File: config.mk
export PLATFORM = sky130hd
export DESIGN_NAME = skt_cell
export DESIGN_NICKNAME = d
export VERILOG_FILES = /design/src/rtl/skt_pkg.sv /design/src/rtl/skt_cell.sv
export SDC_FILE = /design/constraint.sdc
export NUM_CORES = 1
export LEC_CHECK = 0
export ABC_AREA = 1
export BUFFER_PORTS_ARGS = -buffer_cell sky130_fd_sc_hd__buf_2
export CORE_AREA = 2 2 349 351
export DETAILED_ROUTE_END_ITERATION = 10
export DIE_AREA = 0 0 351 353
export GPL_TIMING_DRIVEN = 0
export PLACE_DENSITY_LB_ADDON = 0.3
export SKIP_CTS_REPAIR_TIMING = 1
export SYNTH_ARGS = -nofsm -noshare
export SYNTH_HDL_FRONTEND = slang
export SYNTH_SLANG_ARGS = --single-unit
export TNS_END_PERCENT = 20
File: constraint.sdc
create_clock -name clk -period 17.3 [get_ports clk]
set_input_delay 3.46 -clock clk [delete_from_list [all_inputs] [get_ports clk]]
set_output_delay 3.46 -clock clk [all_outputs]
set_load 0.005 [all_outputs]
File: src/rtl/skt_pkg.sv
// Shared types and codes for the sorted key table and its cells.
package skt_pkg;

    localparam int KEY_W  = 64;
    localparam int WORD_W = 32;

    localparam logic [1:0] OP_LOOKUP     = 2'd0;
    localparam logic [1:0] OP_REGISTER   = 2'd1;
    localparam logic [1:0] OP_UNREGISTER = 2'd2;

    localparam logic [1:0] STAT_OK        = 2'd0;
    localparam logic [1:0] STAT_DUPLICATE = 2'd1;
    localparam logic [1:0] STAT_ABSENT    = 2'd2;
    localparam logic [1:0] STAT_FULL      = 2'd3;

    typedef struct packed {
        logic [KEY_W-1:0]  key_high;
        logic [KEY_W-1:0]  key_low;
        logic [WORD_W-1:0] handler;
        logic [WORD_W-1:0] context_word;
    } skt_entry_t;

    typedef struct packed {
        logic ins;
        logic del;
    } skt_ctl_t;

endpackage

File: src/rtl/skt_cell.sv
// One table slot: holds an entry, compares it against a request key, shifts with neighbors.
module skt_cell
    import skt_pkg::*;
(
    input  logic              clk,
    input  logic              rst_n,
    input  logic              capture,
    input  skt_ctl_t          ctl,
    input  logic [KEY_W-1:0]  cmp_key_high,
    input  logic [KEY_W-1:0]  cmp_key_low,
    input  logic              occupied,
    input  logic              prev_below,
    input  skt_entry_t        new_entry,
    input  skt_entry_t        prev_entry,
    input  skt_entry_t        next_entry,
    output skt_entry_t        cell_entry,
    output logic              below,
    output logic              equal
);

    skt_entry_t entry_reg;
    skt_entry_t entry_next;
    logic       below_reg;
    logic       below_next;
    logic       equal_reg;
    logic       equal_next;

    always_comb
    begin
        below_next = occupied &&
            ({entry_reg.key_high, entry_reg.key_low} < {cmp_key_high, cmp_key_low});
        equal_next = occupied &&
            ({entry_reg.key_high, entry_reg.key_low} == {cmp_key_high, cmp_key_low});
    end

    always_comb
    begin
        entry_next = entry_reg;
        if (ctl.ins && !below_reg)
        begin
            entry_next = prev_below ? new_entry : prev_entry;
        end
        else if (ctl.del && !below_reg)
        begin
            entry_next = next_entry;
        end
    end

    always_ff @(posedge clk or negedge rst_n)
    begin
        if (!rst_n)
        begin
            below_reg <= 1'b0;
            equal_reg <= 1'b0;
        end
        else if (capture)
        begin
            below_reg <= below_next;
            equal_reg <= equal_next;
        end
    end

    always_ff @(posedge clk)
    begin
        entry_reg <= entry_next;
    end

    assign cell_entry = entry_reg;
    assign below      = below_reg;
    assign equal      = equal_reg;

endmodule

==> implementation parameters, run 1 <==
Parameter                              Value

Floorplanning
  I/O pin cnt    about 900
  Number of placement rows    128
  Die Width    approximately 350 um
  Starting Density    between 10% and 20%
  Die boundary height    around 350 um
  Floorplan Core Area    around 0.12 sq mm
  Floorplan die area    0.124 sq mm

Timing
  Slew @ Worst Pin    1280 ps
  Period utilisation layout    between 30% and 40%
  Worst hold slack after final layout    a little over 500 ps
  Setup TNS    0 ps
  Worst Setup Slack, final    11280 ps
  Final Max Tran Viols    0
  Hold Vio Cnt, Final    0
  Minimum clock period after layout    roughly 6000 ps
  Layout Skew    ~29 ps
  Unrepaired setup endpoints after global routing    no
  Number of setup violations in the final report    0
  Upper clock frequency limit    166 MHz
  Worst slew margin relative to its limit    14.3%

Worst setup path
  Cell breakdown of the critical path    buf_2, inv_1, nor2_2, buf_2, buf_2, nor2_1, a31oi_1
  Critical Path AT    6200 ps
  Max stage delay on crit path    around 800 ps
  R2r worst-path depth    5
  Crit Path Category    input pin to register
  Worst reg-to-reg setup slack    13820 ps
  Kind of end point of the critical path    register
  Library cell appearing most often on the critical path    sky130_fd_sc_hd__buf_2
  Reg-to-reg startpoint    below
  Slowest cell on the critical path    sky130_fd_sc_hd__a31oi_1
  CP Launch Type    input pin
  Peak fanout along the critical path    10
  R2R Path End    cell_entry[182]
  Endpoint required time on the critical path    17470 ps

Cells and area
  Utilization of the core after routing    16.9%
  Area of all placed cells without fillers    0.0203 sq mm
  # nets final    about 3400
  Synthesis-to-layout area growth    56.6%
  Final cell count without fillers    between 4000 and 5000
  Layout cells sized above 1    39.3%
  Filler instances    14009
  Max reg flops    around 190

Clock tree
  Clock slew seen by the registers of the worst setup and hold paths    80 ps
  TritonCTS clock tree    built
  Number of buffers on the longest clock path    2
  Number of CTS-inserted buffers    17
  Depth of the CTS H-tree    4
  Cell chosen for the clock root    sky130_fd_sc_hd__clkbuf_16
  Worst-skew pair later-pin latency    550 ps
  Sink count of the clock tree    between 150 and 200

Placed design
  Post-Place Cell Area    0.0197 sq mm
  Quantity of I/O buffers inserted on ports    904
  Final HPWL DP    80800 um
  Final weighted congestion in routability-driven placement    0.887
  Post-placement worst setup slack    10520 ps
  Placed cells    approximately 4100

Global route
  Initial antenna violation count    53
  GRT Residual Overflow    0
  Wire length of the first global-routing pass    about 120000 um
  Overall Global Routing Usage    14.5%
  Via count of the first global-routing pass    15532
  Largest net degree at the start of global routing    31

Pwr
  Leakage power summed over all cells    9.82 nW
  Maximum ir drop on the vdd rail    0.0878 mV
  Power per unit of standard cell area    82.4 mW/mm^2
  Pwr Total    between 1.5 and 2 mW

Yosys
  Dominant cell type by area after synthesis    sky130_fd_sc_hd__edfxtp_1
  Count of flip-flops with a built-in enable after synthesis    192
  Post-Synth Simple-Gate Area    22.6%
  Largest family of logic cells by synthesized area    simple AND/OR/NAND/NOR gates
  Post-Syn Instances    1600
  Seq cells post-synth    194
  Proportion of synthesized area in mux cells    0%
  Unique cell type count in the Yosys netlist    31
  Share of async-settable or async-resettable flops after synthesis    1.03%
  Flip-flop cell with the highest count after synthesis    sky130_fd_sc_hd__edfxtp_1
  Leading post-synthesis cells by cell area    sky130_fd_sc_hd__edfxtp_1, sky130_fd_sc_hd__nand2_1, sky130_fd_sc_hd__ha_1, sky130_fd_sc_hd__a31oi_1, sky130_fd_sc_hd__nor2_1
  Net count after synthesis    2439
  Post-synthesis share of cell area spent on full adders, half adders and majority gates    12.3%
  Avg Synthesized Cell Area    about 8.1 sq um
  Sequential share of the synthesized area    44.8%
  Count of yosys warnings during synthesis    0
  Area share of xor/xnor cells in the synthesized design    0%
  Share of the synthesized area in compound gates (AO/OA/AOI/OAI)    12.9%
  Area share of the leading cell type in the synthesized netlist    about 44%
  Area of the mapped netlist    0.0130 sq mm

Detailed routing
  Routed WL per cell    22.2 um
  Number of antenna-violating nets in the routed design    0
  Total DRC errors in the routed layout    0
  Number of optimization iterations in the first detailed-route pass    7
  Via count of the routed design    15470
  Routed wire length    ~93000 um
  Detailed-route vias per instance    3.70
  Initial detailed-routing violation count    848

Hold path
  Worst hold start    equal
  Worst Hold Depth    2
  Worst-case hold path end point    equal
  Class of the tightest hold or removal check    register to register

Run status
  Run status    finished clean

Flow run
  Max capacitance violation total    0
## worst max-delay path, delay by kind of cell
family / cells / cell delay (ps)
AOI/OAI and AO/OA: 1 / 800
and+or+nand+nor: 2 / 690
buffers and inverters: 4 / 1220
## layout by cell type (no fill, tap or decap), drive strengths merged
cell type	n
nand3	11
nor3b	1
diode	17
nand4	11
clkinv	4
o21a	6
o21bai	1
clkbuf	48
nor4	3
nand3b	1
nor2	227
o21ai	16
a31oi	192
inv	166
edfxtp	192
o211ai	1
bufinv	1
nor3	1
a21oi	60
buf	965
ha	128
nand2	502
a21o	3
a211oi	1
dfrtp	2
## final cells by class
type                       instances  area, sq um  share of cell area (%)
antenna                           17         42.5                   0.209
buffer                            84          372                    1.83
inverter                         157          589                    2.90
tap                             1625         2030                    10.0
multi-input combinational       1165         6220                    30.6
timing repair buffer             911         4670                    23.0
clock buffer                      18          429                    2.11
sequential                       194         5820                    28.6
clock inverter                    14          161                   0.794
## power by group
group          switching (mW)  leakage [nW]  internal (mW)
Clock                   0.239         0.290          0.206
Combinational           0.343          7.63          0.215
Sequential             0.0525          1.90          0.619
Total                   0.634          9.82           1.04
## per-layer routing
layer  GRT usage, %  vias to the layer above  routed length [um]
met4           5.03                       10                2450
met1           18.3                     7308               40200
met5              0                        -                  60
met2           23.5                      739               42800
li1               -                     7306                   -
met3           4.09                      107                7480
## worst max-delay path by stage
stage                     cells after the start         endpoint  startpoint
after global routing                          7  cell_entry[182]      ctl[1]
after global placement                        3    cell_entry[9]      ctl[1]
final                                         7  cell_entry[182]      ctl[1]
after detailed placement                      7  cell_entry[182]      ctl[1]
after CTS                                     7  cell_entry[182]      ctl[1]
after floorplan                               2    cell_entry[0]      ctl[1]
## cell families after synthesis
logic type	count (synthesis)
AO/OA/AOI/OAI	280
adder cells (fa/ha/maj)	128
flip-flops	194
AND/OR/NAND/NOR	757
buffers and inverters	241
## synth_stat cells, types with 2 or more instances
| library cell | number |
|---|---|
| sky130_fd_sc_hd__nand3_1 | 10 |
| sky130_fd_sc_hd__nor2_2 | 4 |
| sky130_fd_sc_hd__nand2_1 | 501 |
| sky130_fd_sc_hd__o21ai_1 | 3 |
| sky130_fd_sc_hd__nor4_1 | 3 |
| sky130_fd_sc_hd__edfxtp_1 | 192 |
| sky130_fd_sc_hd__a21o_1 | 3 |
| sky130_fd_sc_hd__dfrtp_1 | 2 |
| sky130_fd_sc_hd__a31oi_1 | 192 |
| sky130_fd_sc_hd__nor2_1 | 223 |
| sky130_fd_sc_hd__clkbuf_1 | 30 |
| sky130_fd_sc_hd__ha_1 | 128 |
| sky130_fd_sc_hd__buf_1 | 9 |
| sky130_fd_sc_hd__a21oi_1 | 59 |
| sky130_fd_sc_hd__o21ai_0 | 13 |
| sky130_fd_sc_hd__inv_1 | 154 |
| sky130_fd_sc_hd__nand4_1 | 10 |
| sky130_fd_sc_hd__buf_2 | 45 |
| sky130_fd_sc_hd__inv_2 | 2 |
| sky130_fd_sc_hd__o21a_1 | 6 |
No activity file was read; power rests on OpenSTA's default activity.
==> inputs of run 2 (changes only) <==
Settings changed: CORE_AREA 2 2 349 351 to 2 2 351 353, DIE_AREA 0 0 351 353 to 0 0 353 355.
Clock period 17.3 ns to 5.7 ns, I/O delays scaled along.
==> implementation parameters, run 2 (same netlist as run 1, synthesis figures left out) <==
Parameter                              Value

Global route
  Overall Global Routing Usage    between 10% and 20%
  GRT Residual Overflow    0
  Initial antenna violation count    47
  Largest net degree at the start of global routing    29
  Via count of the first global-routing pass    15806
  Wire length of the first global-routing pass    128000 um

Clock tree
  Clock slew seen by the registers of the worst setup and hold paths    80 ps
  Number of CTS-inserted buffers    17
  Cell chosen for the clock root    sky130_fd_sc_hd__clkbuf_16
  TritonCTS clock tree    built
  Sink count of the clock tree    194
  Depth of the CTS H-tree    4
  Worst-skew pair later-pin latency    around 540 ps
  Number of buffers on the longest clock path    2

Pwr
  Maximum ir drop on the vdd rail    0.268 mV
  Share of total power in sequential cells    40.2%
  Clock share of power    a little over a quarter
  Internal power summed over all cells    3.15 mW
  Net Sw Frac    a little under two fifths
  Sw power    1.93 mW
  Power per unit of standard cell area    about 250 mW/mm^2
  Leakage power summed over all cells    9.81 nW
  Pwr Total    5.08 mW
  Combinational cell fraction of total power    33.4%

Worst setup path
  Kind of end point of the critical path    register
  Crit Path Category    input pin to register
  Max stage delay on crit path    between 1000 and 1500 ps
  Peak fanout along the critical path    10
  Reg-to-reg startpoint    below
  Library cell appearing most often on the critical path    sky130_fd_sc_hd__buf_2
  Critical Path AT    roughly 3600 ps
  Slowest cell on the critical path    sky130_fd_sc_hd__buf_1
  R2r worst-path depth    4
  Cell breakdown of the critical path    buf_2, buf_2, buf_1, nand2_1, a31oi_1
  Worst reg-to-reg setup slack    2660 ps
  Endpoint required time on the critical path    5950 ps
  R2R Path End    cell_entry[72]
  CP Launch Type    input pin

Cells and area
  Most common library cell in the layout ignoring fill and taps    sky130_fd_sc_hd__buf_2
  Utilization of the core after routing    between 15 and 20%
  Layout cells sized above 1    between 30% and 40%
  Commonest non-fill, non-tap cells in the layout    sky130_fd_sc_hd__buf_2, sky130_fd_sc_hd__nand2_1, sky130_fd_sc_hd__nor2_1
  Max reg flops    192
  # nets final    3369
  Synthesis-to-layout area growth    56.2%

Timing
  Unrepaired setup endpoints after global routing    no
  Hold Vio Cnt, Final    0
  Minimum clock period after layout    3380 ps
  Final Max Tran Viols    0
  Period utilisation layout    59.2%
  Number of setup violations in the final report    0
  Upper clock frequency limit    296 MHz
  Slew @ Worst Pin    1320 ps
  Worst slew margin relative to its limit    12.2%
  Layout Skew    24.0 ps

Detailed routing
  Number of optimization iterations in the first detailed-route pass    7
  Number of antenna-violating nets in the routed design    0
  Routed WL per cell    23.5 um
  Via count of the routed design    15691
  Detailed-route vias per instance    3.76
  Total DRC errors in the routed layout    0
  Routed wire length    97900 um
  Initial detailed-routing violation count    970

Run status
  Run status    finished clean

Floorplanning
  Die Width    353 um
  Floorplan Core Area    0.121 sq mm
  I/O pin cnt    905
  Die boundary height    355 um
  Starting Density    10.7%
  Floorplan die area    ~0.13 sq mm
  Number of placement rows    128

Placed design
  Final HPWL DP    85300 um
  Quantity of I/O buffers inserted on ports    between 900 and 1000
  Final weighted congestion in routability-driven placement    0.947

Hold path
  Class of the tightest hold or removal check    input pin to asynchronous set/reset pin

Flow run
  Max capacitance violation total    0
[run 2: cell types whose count changed in the layout (fill, tap and decap cells not counted), sizes merged]
| cell | delta |
|---|---|
| clkinvlp | +1 |
| clkinv | +4 |
| inv | -5 |
| diode | -13 |
[run 2: worst max path at each step]
| stage | startpoint | end | slack [ps] | depth (start not counted) |
|---|---|---|---|---|
| after global placement | ctl[1] | cell_entry[135] | -1140 | 3 |
| after CTS | prev_below | cell_entry[181] | 2140 | 5 |
| after global routing | prev_below | cell_entry[181] | 2170 | 5 |
| final | prev_below | cell_entry[181] | 2320 | 5 |
| after detailed placement | prev_below | cell_entry[181] | 1520 | 5 |
| after floorplan | ctl[1] | cell_entry[0] | 1270 | 2 |
[run 2: final cells by class]
class,instances,area [sq um]
Tap cell,1625,2030
Timing Repair Buffer,911,4660
Inverter,157,589
Buffer,84,372
Clock buffer,18,429
Fill cell,14122,101000
Multi-Input combinational cell,1165,6220
Clock inverter,14,150
Antenna cell,4,10.0
Sequential cell,194,5820
[run 2: per-layer routing]
layer	global-route usage [%]	part of all wire (%)
met3	3.95	7.1
met4	4.07	2.2
met2	24.9	47
met5	0	0.076
met1	19.3	44
[run 2: stage by stage]
step | hold WS (ps) | setup WS, ps | setup TNS, ps | cells | cell area (sq um)
after floorplan | 472 | 1270 | 0 | 1600 | 13000
after global placement | 466 | -1140 | -203800 | 4129 | 19600
after detailed placement | 469 | 1520 | 0 | 4136 | 19700
after CTS | 310 | 2140 | 0 | 4168 | 20300
after global routing | 338 | 2170 | 0 | 4169 | 20300
final | 388 | 2320 | 0 | 4172 | 20300
[run 2: power groups by stage]
| stage | Clock [mW] | Combinational [mW] | Sequential [mW] |
|---|---|---|---|
| floorplan | 0 | 0.685 | 2.04 |
| global placement | 0 | 1.69 | 2.11 |
| detailed placement | 0 | 1.72 | 2.08 |
| CTS | 1.42 | 1.73 | 2.05 |
| global route | 1.44 | 1.88 | 2.07 |
| finish | 1.34 | 1.69 | 2.04 |
[run 2: critical path: cells and delay by family]
kind / cells / cell delay, ps
AOI/OAI and AO/OA: 1 / 580
buffers and inverters: 3 / 1610
and+or+nand+nor: 1 / 280
==> inputs of run 3 (changes only) <==
Settings changed: CORE_AREA 2 2 351 353 to 2 2 347 349, DIE_AREA 0 0 353 355 to 0 0 349 351.
Clock period 5.7 ns to 2.86 ns, I/O delays scaled along.
==> implementation parameters, run 3 (same netlist as run 1, synthesis figures left out) <==
Parameter                              Value

Run status
  Run status    finished clean

Clock tree
  TritonCTS clock tree    built
  Number of buffers on the longest clock path    2
  Sink count of the clock tree    ~190
  Number of CTS-inserted buffers    17
  Clock slew seen by the registers of the worst setup and hold paths    around 90 ps
  Depth of the CTS H-tree    4
  Worst-skew pair later-pin latency    530 ps
  Cell chosen for the clock root    sky130_fd_sc_hd__clkbuf_16

Detailed routing
  Initial detailed-routing violation count    963
  Number of antenna-violating nets in the routed design    0
  Total DRC errors in the routed layout    0
  Routed WL per cell    22.7 um
  Detailed-route vias per instance    3.80
  Routed wire length    93300 um
  Via count of the routed design    15587
  Number of optimization iterations in the first detailed-route pass    5

Worst setup path
  Worst reg-to-reg setup slack    120 ps
  Critical Path AT    3040 ps
  Endpoint required time on the critical path    3150 ps
  Cell breakdown of the critical path    nor2_4, buf_2, buf_2, nor2_1, a31oi_1
  Slowest cell on the critical path    sky130_fd_sc_hd__buf_2
  R2R Path End    cell_entry[185]
  Max stage delay on crit path    590 ps
  Peak fanout along the critical path    11
  Crit Path Category    register to register
  Library cell appearing most often on the critical path    sky130_fd_sc_hd__buf_2
  R2r worst-path depth    5
  Kind of end point of the critical path    register
  CP Launch Type    register
  Reg-to-reg startpoint    below
  Crit path launch    below
  Setup crit end    cell_entry[185]

Placed design
  Placed cells    4059
  Post-Place Cell Area    between 0.015 and 0.02 sq mm
  Quantity of I/O buffers inserted on ports    about 900
  Final HPWL DP    slightly above 80000 um
  Post-placement worst setup slack    -764 ps
  Final weighted congestion in routability-driven placement    0.953

Global route
  Via count of the first global-routing pass    15354
  GRT Residual Overflow    0
  Initial antenna violation count    39
  Largest net degree at the start of global routing    32
  Overall Global Routing Usage    14.5%
  Wire length of the first global-routing pass    120000 um

Cells and area
  Utilization of the core after routing    17.0%
  Most common library cell in the layout ignoring fill and taps    sky130_fd_sc_hd__buf_2
  Filler instances    roughly 14000
  Area of all placed cells without fillers    between 0.02 and 0.025 sq mm
  Layout cells sized above 1    39.4%
  Final cell count without fillers    4106
  Area occupied by multi-input gates    0.00623 sq mm
  Synthesis-to-layout area growth    56.0%
  Sequential cell area    0.00582 sq mm
  Max reg flops    192
  Commonest non-fill, non-tap cells in the layout    sky130_fd_sc_hd__buf_2, sky130_fd_sc_hd__nand2_1, sky130_fd_sc_hd__nor2_1
  # nets final    between 3000 and 4000

Floorplanning
  Die boundary height    351 um
  Floorplan Core Area    approximately 0.12 sq mm
  Floorplan die area    0.122 sq mm
  Starting Density    10.9%
  I/O pin cnt    905
  Number of placement rows    roughly 130
  Die Width    349 um

Pwr
  Combinational cell fraction of total power    34.0%
  Clock share of power    25.7%
  Sw power    3.85 mW
  Leakage power summed over all cells    9.83 nW
  Share of total power in sequential cells    40.3%
  Pwr Total    10.1 mW
  Internal power summed over all cells    6.21 mW
  Power per unit of standard cell area    497 mW/mm^2
  Maximum ir drop on the vdd rail    a little over 0.5 mV
  Net Sw Frac    38.3%

Hold path
  Class of the tightest hold or removal check    input pin to register
  Worst Hold Depth    4

Timing
  Worst Setup Slack, final    between 100 and 150 ps
  Worst slew margin relative to its limit    20.1%
  Final Max Tran Viols    0
  Hold Vio Cnt, Final    0
  Worst hold slack after final layout    325 ps
  Setup TNS    0 ps
  Upper clock frequency limit    365 MHz
  Number of setup violations in the final report    0
  Unrepaired setup endpoints after global routing    no
  Period utilisation layout    95.8%
  Slew @ Worst Pin    1200 ps
  Minimum clock period after layout    between 2000 and 3000 ps
  Layout Skew    18.6 ps

Flow run
  Max capacitance violation total    0
run 3: cell count changes in the layout (fill, tap and decap cells not counted), sizes merged:
cell         before  now
clkbuf           48   47
inv             161  164
buf             965  966
diode             4   14
bufinv            1    0
clkinvlp          1    0
dlygate4sd3       0    1
clkinv            8    7
run 3: metal layers:
layer	GRT usage, %	vias to the layer above	wire (um)
met5	0	-	100
met4	4.95	14	2870
met3	3.83	105	6610
met2	23.3	746	42500
met1	18.8	7403	41200
li1	-	7319	-
run 3: critical path: cells and delay by family (launching register included):
family | cells | cell delay (ps)
buffers and inverters | 2 | 1130
AND/OR/NAND/NOR | 2 | 500
flip-flops | 1 | 470
AO/OA/AOI/OAI | 1 | 350
run 3: power by group through the flow:
stage | sequential [mW] | clock (mW) | combinational (mW)
2_1_floorplan | 4.07 | 0 | 1.36
3_3_place_gp | 4.18 | 0 | 3.37
3_5_place_dp | 4.12 | 0 | 3.44
4_1_cts | 4.06 | 2.73 | 3.46
5_1_grt | 4.09 | 2.80 | 3.78
6_report | 4.05 | 2.58 | 3.42
run 3: layout make-up:
type	instances	share of cell area (%)
Antenna cell	14	0.173
Buffer	84	1.84
Clock buffer	17	2.10
Clock inverter	14	0.704
Inverter	157	2.91
Multi-Input combinational cell	1165	30.8
Sequential cell	194	28.7
Tap cell	1548	9.56
Timing Repair Buffer	913	23.2
run 3: worst min path at each step:
stage	start	endpoint	slack, ps
6_report	capture	equal	320
5_1_grt	capture	below	290
3_3_place_gp	rst_n	below	360
3_5_place_dp	rst_n	below	360
2_1_floorplan	rst_n	below	280
4_1_cts	rst_n	below	-260
